$ cat config.mk
export PLATFORM = sky130hd
export DESIGN_NAME = base64_stream_decoder
export DESIGN_NICKNAME = d
export VERILOG_FILES = /design/src/rtl/b64d_pkg.sv /design/src/rtl/b64d_front.sv /design/src/rtl/b64d_queue.sv /design/src/rtl/b64d_back.sv /design/src/rtl/base64_stream_decoder.sv
export VERILOG_INCLUDE_DIRS = /design/src /design/src/rtl
export SDC_FILE = /design/constraint.sdc
export NUM_CORES = 1
export LEC_CHECK = 0
export ABC_AREA = 1
export BUFFER_PORTS_ARGS = -buffer_cell sky130_fd_sc_hd__buf_4
export CORE_UTILIZATION = 60
export DETAILED_ROUTE_END_ITERATION = 16
export PLACE_DENSITY = 0.77
export SYNTH_ARGS = -nofsm -noshare
export SYNTH_HDL_FRONTEND = slang
export SYNTH_HIERARCHICAL = 1
export SYNTH_SLANG_ARGS = --single-unit
$ cat constraint.sdc
create_clock -name i_clk -period 5.1 [get_ports i_clk]
set_clock_uncertainty 0.15 [all_clocks]
set_input_delay 0.765 -clock i_clk [delete_from_list [all_inputs] [get_ports i_clk]]
set_output_delay 0.765 -clock i_clk [all_outputs]
set_load 0.05 [all_outputs]
$ cat src/rtl/base64_stream_decoder_macros.svh
// Assertion helpers shared by the decoder modules.
// Each macro expects i_clk and i_rst_n in the enclosing module.
`ifndef BASE64_STREAM_DECODER_MACROS_SVH
`define BASE64_STREAM_DECODER_MACROS_SVH

// Same-cycle implication, checked out of reset.
`define B64D_ASSERT_NOW(lbl, ante, cons) \
    lbl: assert property (@(posedge i_clk) disable iff (!i_rst_n) (ante) |-> (cons)) \
        else $error("b64d check failed");

// Next-cycle implication, checked out of reset.
`define B64D_ASSERT_NEXT(lbl, ante, cons) \
    lbl: assert property (@(posedge i_clk) disable iff (!i_rst_n) (ante) |=> (cons)) \
        else $error("b64d check failed");

`endif

$ cat src/rtl/b64d_pkg.sv
`default_nettype none

package b64d_pkg;

    // Width of the running byte counter; shown on the port as its low 24 bits.
    localparam int COUNT_BITS = 24;
    localparam int OUT_COUNT_BITS = 24;
    localparam logic [COUNT_BITS-1:0] COUNT_MAX = '1;

    // Decoupling queue between front and back.
    localparam int QUEUE_DEPTH = 4;
    localparam int QUEUE_AW = $clog2(QUEUE_DEPTH);

    // Result kinds.
    localparam logic [1:0] KIND_DATA  = 2'd0;
    localparam logic [1:0] KIND_DONE  = 2'd1;
    localparam logic [1:0] KIND_ERROR = 2'd2;

    // Run modes.
    localparam logic [1:0] MODE_DECODE  = 2'd0;
    localparam logic [1:0] MODE_IGNORE  = 2'd1;
    localparam logic [1:0] MODE_DISCARD = 2'd2;

    localparam logic [7:0] PAD_CHAR   = 8'h3D;
    localparam logic [7:0] PLUS_CHAR  = 8'h2B;
    localparam logic [7:0] SLASH_CHAR = 8'h2F;

    typedef struct packed {
        logic       ok;
        logic [5:0] val;
    } t_sextet;

    // One queued job: 1 to 3 results to emit.
    typedef struct packed {
        logic [1:0]            kind;
        logic [1:0]            num;
        logic [2:0][7:0]       bytes;
        logic [COUNT_BITS-1:0] base;
    } t_job;

    function automatic t_sextet sextet_of(input logic [7:0] c);
        t_sextet r;
        r = '0;
        if (c >= 8'h41 && c <= 8'h5A) begin
            r.ok  = 1'b1;
            r.val = 6'(c - 8'h41);
        end else if (c >= 8'h61 && c <= 8'h7A) begin
            r.ok  = 1'b1;
            r.val = 6'(c - 8'h61 + 8'd26);
        end else if (c >= 8'h30 && c <= 8'h39) begin
            r.ok  = 1'b1;
            r.val = 6'(c - 8'h30 + 8'd52);
        end else if (c == PLUS_CHAR) begin
            r.ok  = 1'b1;
            r.val = 6'd62;
        end else if (c == SLASH_CHAR) begin
            r.ok  = 1'b1;
            r.val = 6'd63;
        end else if (c == PAD_CHAR) begin
            r.ok  = 1'b1;
            r.val = 6'd0;
        end
        return r;
    endfunction

endpackage

`default_nettype wire

$ cat src/rtl/b64d_front.sv
`default_nettype none

module b64d_front (
    input  wire                    i_clk,
    input  wire                    i_rst_n,
    input  wire                    i_valid,
    input  wire  [7:0]             i_char_code,
    input  wire                    i_is_terminator,
    output logic                   o_ready,
    input  wire                    i_q_full,
    output logic                   o_push,
    output b64d_pkg::t_job         o_job
);
    import b64d_pkg::*;
    `include "base64_stream_decoder_macros.svh"

    logic [1:0]            r_gp, n_gp;
    logic [17:0]           r_store, n_store;
    logic                  r_pad, n_pad;
    logic [1:0]            r_mode, n_mode;
    logic [COUNT_BITS-1:0] r_count, n_count;

    logic                  accept;
    logic                  is_pad;
    t_sextet               sx;
    logic [COUNT_BITS:0]   sum;
    logic [1:0]            num;

    assign o_ready = !i_q_full;
    assign accept  = i_valid && o_ready;
    assign sx      = sextet_of(i_char_code);
    assign is_pad  = (i_char_code == PAD_CHAR);
    assign num     = r_pad ? 2'd1 : (is_pad ? 2'd2 : 2'd3);
    assign sum     = {1'b0, r_count} + (COUNT_BITS+1)'(num);

    always_comb begin
        n_gp    = r_gp;
        n_store = r_store;
        n_pad   = r_pad;
        n_mode  = r_mode;
        n_count = r_count;
        o_push  = 1'b0;
        o_job   = '0;
        o_job.base = r_count;
        o_job.num  = 2'd1;
        if (accept) begin
            priority if (i_is_terminator) begin
                if (r_mode == MODE_DECODE) begin
                    o_push     = 1'b1;
                    o_job.kind = (r_gp != 2'd0) ? KIND_ERROR : KIND_DONE;
                end else if (r_mode == MODE_IGNORE) begin
                    o_push     = 1'b1;
                    o_job.kind = KIND_DONE;
                end
                n_gp    = 2'd0;
                n_store = '0;
                n_pad   = 1'b0;
                n_mode  = MODE_DECODE;
                n_count = '0;
            end else if (r_mode == MODE_DECODE) begin
                priority if (!sx.ok) begin
                    o_push     = 1'b1;
                    o_job.kind = KIND_ERROR;
                    n_mode     = MODE_DISCARD;
                end else if (r_gp != 2'd3) begin
                    n_store = {r_store[11:0], sx.val};
                    if (r_gp == 2'd2) begin
                        n_pad = is_pad;
                    end
                    n_gp = r_gp + 2'd1;
                end else begin
                    o_push         = 1'b1;
                    o_job.kind     = KIND_DATA;
                    o_job.num      = num;
                    o_job.bytes[0] = {r_store[17:12], r_store[11:10]};
                    o_job.bytes[1] = {r_store[9:6], r_store[5:2]};
                    o_job.bytes[2] = {r_store[1:0], sx.val};
                    n_count = (sum > {1'b0, COUNT_MAX}) ? COUNT_MAX : sum[COUNT_BITS-1:0];
                    n_gp    = 2'd0;
                    n_store = '0;
                    n_pad   = 1'b0;
                    if (num != 2'd3) begin
                        n_mode = MODE_IGNORE;
                    end
                end
            end else begin
                // ignoring or discarding: the character is dropped
            end
        end
    end

    always_ff @(posedge i_clk) begin
        if (!i_rst_n) begin
            r_gp    <= 2'd0;
            r_store <= '0;
            r_pad   <= 1'b0;
            r_mode  <= MODE_DECODE;
            r_count <= '0;
        end else begin
            r_gp    <= n_gp;
            r_store <= n_store;
            r_pad   <= n_pad;
            r_mode  <= n_mode;
            r_count <= n_count;
        end
    end

    // After a padded group the group state is always cleared.
    `B64D_ASSERT_NOW(a_ignore_clean, r_mode == MODE_IGNORE, r_gp == 2'd0 && !r_pad)
    // Pad flag only set once the third character is in.
    `B64D_ASSERT_NOW(a_pad_pos, r_pad, r_gp == 2'd3)
    // A terminator always returns the decoder to its idle state.
    `B64D_ASSERT_NEXT(a_term_reset, accept && i_is_terminator,
        r_gp == 2'd0 && r_mode == MODE_DECODE && r_count == '0)

endmodule

`default_nettype wire

$ cat src/rtl/b64d_queue.sv
`default_nettype none

module b64d_queue (
    input  wire             i_clk,
    input  wire             i_rst_n,
    input  wire             i_push,
    input  b64d_pkg::t_job  i_job,
    output logic            o_full,
    input  wire             i_pop,
    output logic            o_empty,
    output b64d_pkg::t_job  o_head
);
    import b64d_pkg::*;
    `include "base64_stream_decoder_macros.svh"

    t_job                r_mem [QUEUE_DEPTH];
    logic [QUEUE_AW-1:0] r_wr, r_rd;
    logic [QUEUE_AW:0]   r_cnt, n_cnt;

    assign o_full  = (r_cnt == (QUEUE_AW+1)'(QUEUE_DEPTH));
    assign o_empty = (r_cnt == '0);
    assign o_head  = r_mem[r_rd];

    always_comb begin
        n_cnt = r_cnt;
        unique case ({i_push, i_pop})
            2'b10:   n_cnt = r_cnt + 1'b1;
            2'b01:   n_cnt = r_cnt - 1'b1;
            default: n_cnt = r_cnt;
        endcase
    end

    always_ff @(posedge i_clk) begin
        if (i_push) begin
            r_mem[r_wr] <= i_job;
        end
    end

    always_ff @(posedge i_clk) begin
        if (!i_rst_n) begin
            r_wr  <= '0;
            r_rd  <= '0;
            r_cnt <= '0;
        end else begin
            r_cnt <= n_cnt;
            if (i_push) begin
                r_wr <= r_wr + 1'b1;
            end
            if (i_pop) begin
                r_rd <= r_rd + 1'b1;
            end
        end
    end

    `B64D_ASSERT_NOW(a_no_overflow, i_push, !o_full)
    `B64D_ASSERT_NOW(a_no_underflow, i_pop, !o_empty)
    `B64D_ASSERT_NOW(a_cnt_range, 1'b1, r_cnt <= (QUEUE_AW+1)'(QUEUE_DEPTH))

endmodule

`default_nettype wire

$ cat src/rtl/b64d_back.sv
`default_nettype none

module b64d_back (
    input  wire             i_clk,
    input  wire             i_rst_n,
    input  wire             i_q_empty,
    input  b64d_pkg::t_job  i_job,
    output logic            o_pop,
    output logic            o_valid,
    input  wire             i_ready,
    output logic [1:0]      o_result_kind,
    output logic [7:0]      o_data_byte,
    output logic [23:0]     o_byte_count,
    output logic            o_last_of_run
);
    import b64d_pkg::*;
    `include "base64_stream_decoder_macros.svh"

    logic [1:0]                r_idx, n_idx;
    logic                      r_valid;
    logic [1:0]                r_kind;
    logic [7:0]                r_byte;
    logic [OUT_COUNT_BITS-1:0] r_count;
    logic                      r_last;

    logic                  load;
    logic                  last;
    logic [COUNT_BITS:0]   sum;
    logic [COUNT_BITS-1:0] cnt;

    assign load  = !i_q_empty && (!r_valid || i_ready);
    assign last  = ((r_idx + 2'd1) == i_job.num);
    assign o_pop = load && last;
    assign n_idx = load ? (last ? 2'd0 : r_idx + 2'd1) : r_idx;

    // Count after this byte, saturating.
    assign sum = {1'b0, i_job.base} + (COUNT_BITS+1)'(r_idx) + (COUNT_BITS+1)'(1);
    always_comb begin
        cnt = i_job.base;
        if (i_job.kind == KIND_DATA) begin
            cnt = (sum > {1'b0, COUNT_MAX}) ? COUNT_MAX : sum[COUNT_BITS-1:0];
        end
    end

    always_ff @(posedge i_clk) begin
        if (load) begin
            r_kind  <= i_job.kind;
            r_byte  <= (i_job.kind == KIND_DATA) ? i_job.bytes[r_idx] : 8'd0;
            r_count <= OUT_COUNT_BITS'(cnt);
            r_last  <= last;
        end
    end

    always_ff @(posedge i_clk) begin
        if (!i_rst_n) begin
            r_idx   <= 2'd0;
            r_valid <= 1'b0;
        end else begin
            r_idx <= n_idx;
            if (load) begin
                r_valid <= 1'b1;
            end else if (i_ready) begin
                r_valid <= 1'b0;
            end
        end
    end

    assign o_valid       = r_valid;
    assign o_result_kind = r_kind;
    assign o_data_byte   = r_byte;
    assign o_byte_count  = r_count;
    assign o_last_of_run = r_last;

    `B64D_ASSERT_NOW(a_idx_in_job, !i_q_empty, r_idx < i_job.num)
    `B64D_ASSERT_NOW(a_single_status, !i_q_empty && i_job.kind != KIND_DATA, i_job.num == 2'd1)
    `B64D_ASSERT_NOW(a_idle_idx, i_q_empty, r_idx == 2'd0)

endmodule

`default_nettype wire

$ cat src/rtl/base64_stream_decoder.sv
// base64_stream_decoder: streaming base64 decoder, one character a word.
//
// Input channel (i_valid / o_ready): i_char_code carries one encoded character,
// or i_is_terminator marks the end of a string. Output channel (o_valid /
// i_ready): one result word per handshake, kind data byte, done or error,
// with the running byte count; o_last_of_run flags the final result of an
// input word. A fourth character yields up to three data words.
//
// Throughput: one input word per clock while the queue is not full, one
// result word per clock while the receiver is ready. The front end
// classifies each word in the cycle it is accepted and queues a job; the back
// end plays a job out at one result a cycle from the queue head while the
// receiver is ready. A job enters the queue at the accepting edge, and the
// output register loads its first result once free or being taken.
//
// Reset (synchronous, active low) clears the group, mode and count state, the
// queue and the output valid flag. When the receiver stalls the output
// register holds; the four-entry queue absorbs further jobs and o_ready
// drops only when the queue is full.
`default_nettype none

module base64_stream_decoder (
    input  wire         i_clk,
    input  wire         i_rst_n,
    input  wire         i_valid,
    output logic        o_ready,
    input  wire  [7:0]  i_char_code,
    input  wire         i_is_terminator,
    output logic        o_valid,
    input  wire         i_ready,
    output logic [1:0]  o_result_kind,
    output logic [7:0]  o_data_byte,
    output logic [23:0] o_byte_count,
    output logic        o_last_of_run
);
    import b64d_pkg::*;

    // front -> queue
    logic q_push;
    t_job q_in;
    logic q_full;
    // queue -> back
    logic q_pop;
    logic q_empty;
    t_job q_head;

    // Front: group assembly, alphabet check, pad and mode tracking, counter.
    b64d_front u_front (
        .i_clk           (i_clk),
        .i_rst_n         (i_rst_n),
        .i_valid         (i_valid),
        .i_char_code     (i_char_code),
        .i_is_terminator (i_is_terminator),
        .o_ready         (o_ready),
        .i_q_full        (q_full),
        .o_push          (q_push),
        .o_job           (q_in)
    );

    // Job queue lets the front keep taking words while results drain.
    b64d_queue u_queue (
        .i_clk   (i_clk),
        .i_rst_n (i_rst_n),
        .i_push  (q_push),
        .i_job   (q_in),
        .o_full  (q_full),
        .i_pop   (q_pop),
        .o_empty (q_empty),
        .o_head  (q_head)
    );

    // Back: sequences each job into result words via the output register.
    b64d_back u_back (
        .i_clk         (i_clk),
        .i_rst_n       (i_rst_n),
        .i_q_empty     (q_empty),
        .i_job         (q_head),
        .o_pop         (q_pop),
        .o_valid       (o_valid),
        .i_ready       (i_ready),
        .o_result_kind (o_result_kind),
        .o_data_byte   (o_data_byte),
        .o_byte_count  (o_byte_count),
        .o_last_of_run (o_last_of_run)
    );

endmodule

`default_nettype wire

==> reports/qor.yml <==
outcome: "completed"
crit_path_max_fanout: 78
detail_route.first_pass.iterations: 6
insertedDiodeCount: 0
timing.final.ws_setup_ps: 1150
seq_power_share: 0.410
post_synth.cell_area_avg_um2: 10.2
fp.dieW_um: 160
timing.critical_path.mode_cell: "sky130_fd_sc_hd__inv_1"
clkSinkCount: 302
layout-drive-gt1-share: 0.170
synthesis.nets: 1506
finalSetupViolCount: 0
layout_commonest_cell: "sky130_fd_sc_hd__nand2_1"
synth.yosys.seq_area_share: 0.567
initialDrtViolationCount: 995
timing.critical_path.required_ps: 5390
gr-usage-all-layers: 0.252
cts_setup_buffers: 0
maxSlewViolCount: 0
final-hold-violation-count: 0
path_clk_slew_ps: 60
die-height_um: 160
worst_slew_margin: 0.280
static_leakage_nw: 5.70
syn_to_final_growth_pct: 9.98
ys_ff_latch: 302
routed-via-count: 10705
netSwitchingPower_w: 0.00281
period_share: 0.774
number_of_cell_rows: 57
crit_type: "register to register"
global_route.overflow_total: 0
most_used_cells_in_the_layout_excluding_fill_and_tap_cells: "270 x sky130_fd_sc_hd__nand2_1, 243 x sky130_fd_sc_hd__edfxtp_1, 180 x sky130_fd_sc_hd__nor2_1, 121 x sky130_fd_sc_hd__o21ai_0, 103 x sky130_fd_sc_hd__inv_1"
drt_drc_violations_left: 0
cap_violations: 0
antenna_violations_before_repair: 0
hold_buffers: 0
comb_power_frac: 0.309
antenna_left: 0
post_cts_resize_count: 0
coreArea_um2: 24400
dieArea_um2: 25600
timing.critical_path.to_type: "register"
vdd_drop_max_mv: 0.479
dpl.cell_count: 1788
detailed_place_hpwl_um: 20500
whs_ps: 301
tritoncts: "yes"
cts_buffers: 30
synthesis.area_um2: 15000
rsz0062_at_grt: "false"
port_buffers: 49
route.detailed.wl_per_inst_um: 17.8
grt_pass1_wl_um: 51400
floorplan.io_pins: 50
post_placement_worst_setup_slack_ps: 1160
post-layout-total-power_w: 0.00792
worstHoldPathType: "register to register"
maxClockFrequency_mhz: 253
final-instance-count-excl-fill: 1844
layout.nets: 1532
yosys_warnings: 6
period_needed_ps: 3950
critical_path.cell_chain: "buf_4 -> o21ai_0 -> o22ai_1 -> xor2_1 -> a21oi_1 -> nand2_1 -> inv_1 -> ha_1 -> inv_1 -> fa_1 -> inv_1 -> nand2_1 -> nand3_1 -> nand2_1 -> inv_1 -> nor2_1"
timing.critical_path.from_type: "register"
finalWeightedCongestion: 0.895
maximum_number_of_pins_on_one_net_before_global_route_repair: 79
crit_path_max_incr_delay_ps: 730
critPathArrivalTime_ps: 4240
cpMaxStageDelayCell: "sky130_fd_sc_hd__buf_4"
insertion_delay_ps: 540
cts.root.buffer_cell: "sky130_fd_sc_hd__clkbuf_16"
p_per_area_nw_per_um2: 482
grt_pass1_vias: 10082
synth_cells: 1470
post_synth_num_cell_types: 50
cellInternalPower_w: 0.00512
cts.path.max_buffers: 3
worstMarginPinSlew_ps: 1080
drt-total-wl_um: 32800
cts-htree-levels: 1
power_switching_share: 0.354
initial_standard_cell_utilization_of_the_core: 0.613
post_drt_via_cell_ratio: 5.81
power_frac_clock: 0.281
final.setup.tns_ps: 0
-- synth_stat cells, drive strengths merged --
| cell type | instances | area (µm²) |
|---|---|---|
| a21boi | 1 | 7.51 |
| a21o | 1 | 7.51 |
| a21oi | 76 | 418 |
| a31oi | 10 | 62.6 |
| buf | 40 | 349 |
| clkbuf | 27 | 111 |
| dfxtp | 59 | 1180 |
| edfxtp | 243 | 7300 |
| fa | 3 | 60.1 |
| ha | 20 | 250 |
| inv | 113 | 427 |
| nand2 | 291 | 1170 |
| nand3 | 65 | 385 |
| nand3b | 9 | 80.1 |
| nand4 | 34 | 228 |
| nor2 | 237 | 1280 |
| nor3 | 10 | 55.1 |
| nor4 | 1 | 6.26 |
| o211ai | 2 | 15.0 |
| o21a | 1 | 7.51 |
| o21ai | 143 | 727 |
| o21bai | 2 | 15.0 |
| o22ai | 53 | 569 |
| o31ai | 2 | 15.0 |
| or2 | 2 | 12.5 |
| xnor2 | 12 | 105 |
| xor2 | 13 | 114 |
-- power groups by stage --
stage	clock [W]	sequential, W	combinational (W)
6_report	0.00222	0.00325	0.00245
5_1_grt	0.00235	0.00328	0.00262
4_1_cts	0.00225	0.00325	0.00244
3_5_place_dp	0	0.00330	0.00242
3_3_place_gp	0	0.00329	0.00238
2_1_floorplan	0	0.00380	0.00131
-- worst max-delay path, delay by kind of cell, from the launching register on --
family | cells | cell delay, ps
AOI/OAI and AO/OA | 3 | 830
xor gates and xnor gates | 1 | 110
adders and majority gates | 2 | 580
buffers and inverters | 5 | 1110
DFF | 1 | 660
and+or+nand+nor | 5 | 360
-- stage by stage --
step / area [µm²] / util
2_1_floorplan: 15000 / -
3_3_place_gp: 15400 / 0.632
3_5_place_dp: 15400 / 0.632
4_1_cts: 16400 / 0.674
5_1_grt: 16400 / 0.674
6_report: 16400 / 0.674
-- final timing paths --
path                       to  slack (ps)  cells after the start       startpoint
min           u_queue/r_rd[1]         300                      1  u_queue/r_rd[1]
max          u_queue/r_cnt[2]        1150                     16         register
min reg2reg   u_queue/r_rd[1]         300                      1  u_queue/r_rd[1]
max reg2reg  u_queue/r_cnt[2]        1150                     16         register
-- layer usage --
metal,up-vias,wire [µm],global-route usage,share of wire
li1,5108,-,-,-
met2,477,15500,0.420,0.47
met1,5068,13900,0.348,0.42
met3,52,2850,0.0395,0.087
met4,0,595,0.0632,0.018
met5,-,0,0,0
-- cells by family after synthesis --
logic type | Yosys count | synth area share
compound gates | 291 | 0.123
buf+inv | 180 | 0.0593
fa+ha+maj | 23 | 0.0208
xor+xnor | 25 | 0.0146
flops | 302 | 0.567
simple gates | 649 | 0.215
-- sequential cells by signal, indices dropped and copies added, names as in the netlist, named ones only --
| register | flops |
|---|---|
| u_queue/r_mem | 208 |
| u_back/o_byte_count | 24 |
| u_queue/r_cnt | 3 |
| u_front/r_pad | 1 |
| u_back/o_valid | 1 |
| u_back/r_idx | 2 |
| u_front/r_gp | 2 |
| u_back/o_last_of_run | 1 |
| u_back/o_data_byte | 8 |
| u_front/r_store | 18 |
| u_queue/r_rd | 2 |
| u_back/o_result_kind | 2 |
| u_front/r_count | 24 |
| u_front/r_mode | 2 |
| u_queue/r_wr | 2 |
-- final cells by class --
cell class,count,area (µm²)
clock buffer,51,941
inverter,113,429
fill,1799,7950
sequential,302,8480
timing repair buffer,61,508
clock inverter,5,83.8
tap,324,405
multi-input combinational,988,5600
No activity file was read; power rests on OpenSTA's default activity.
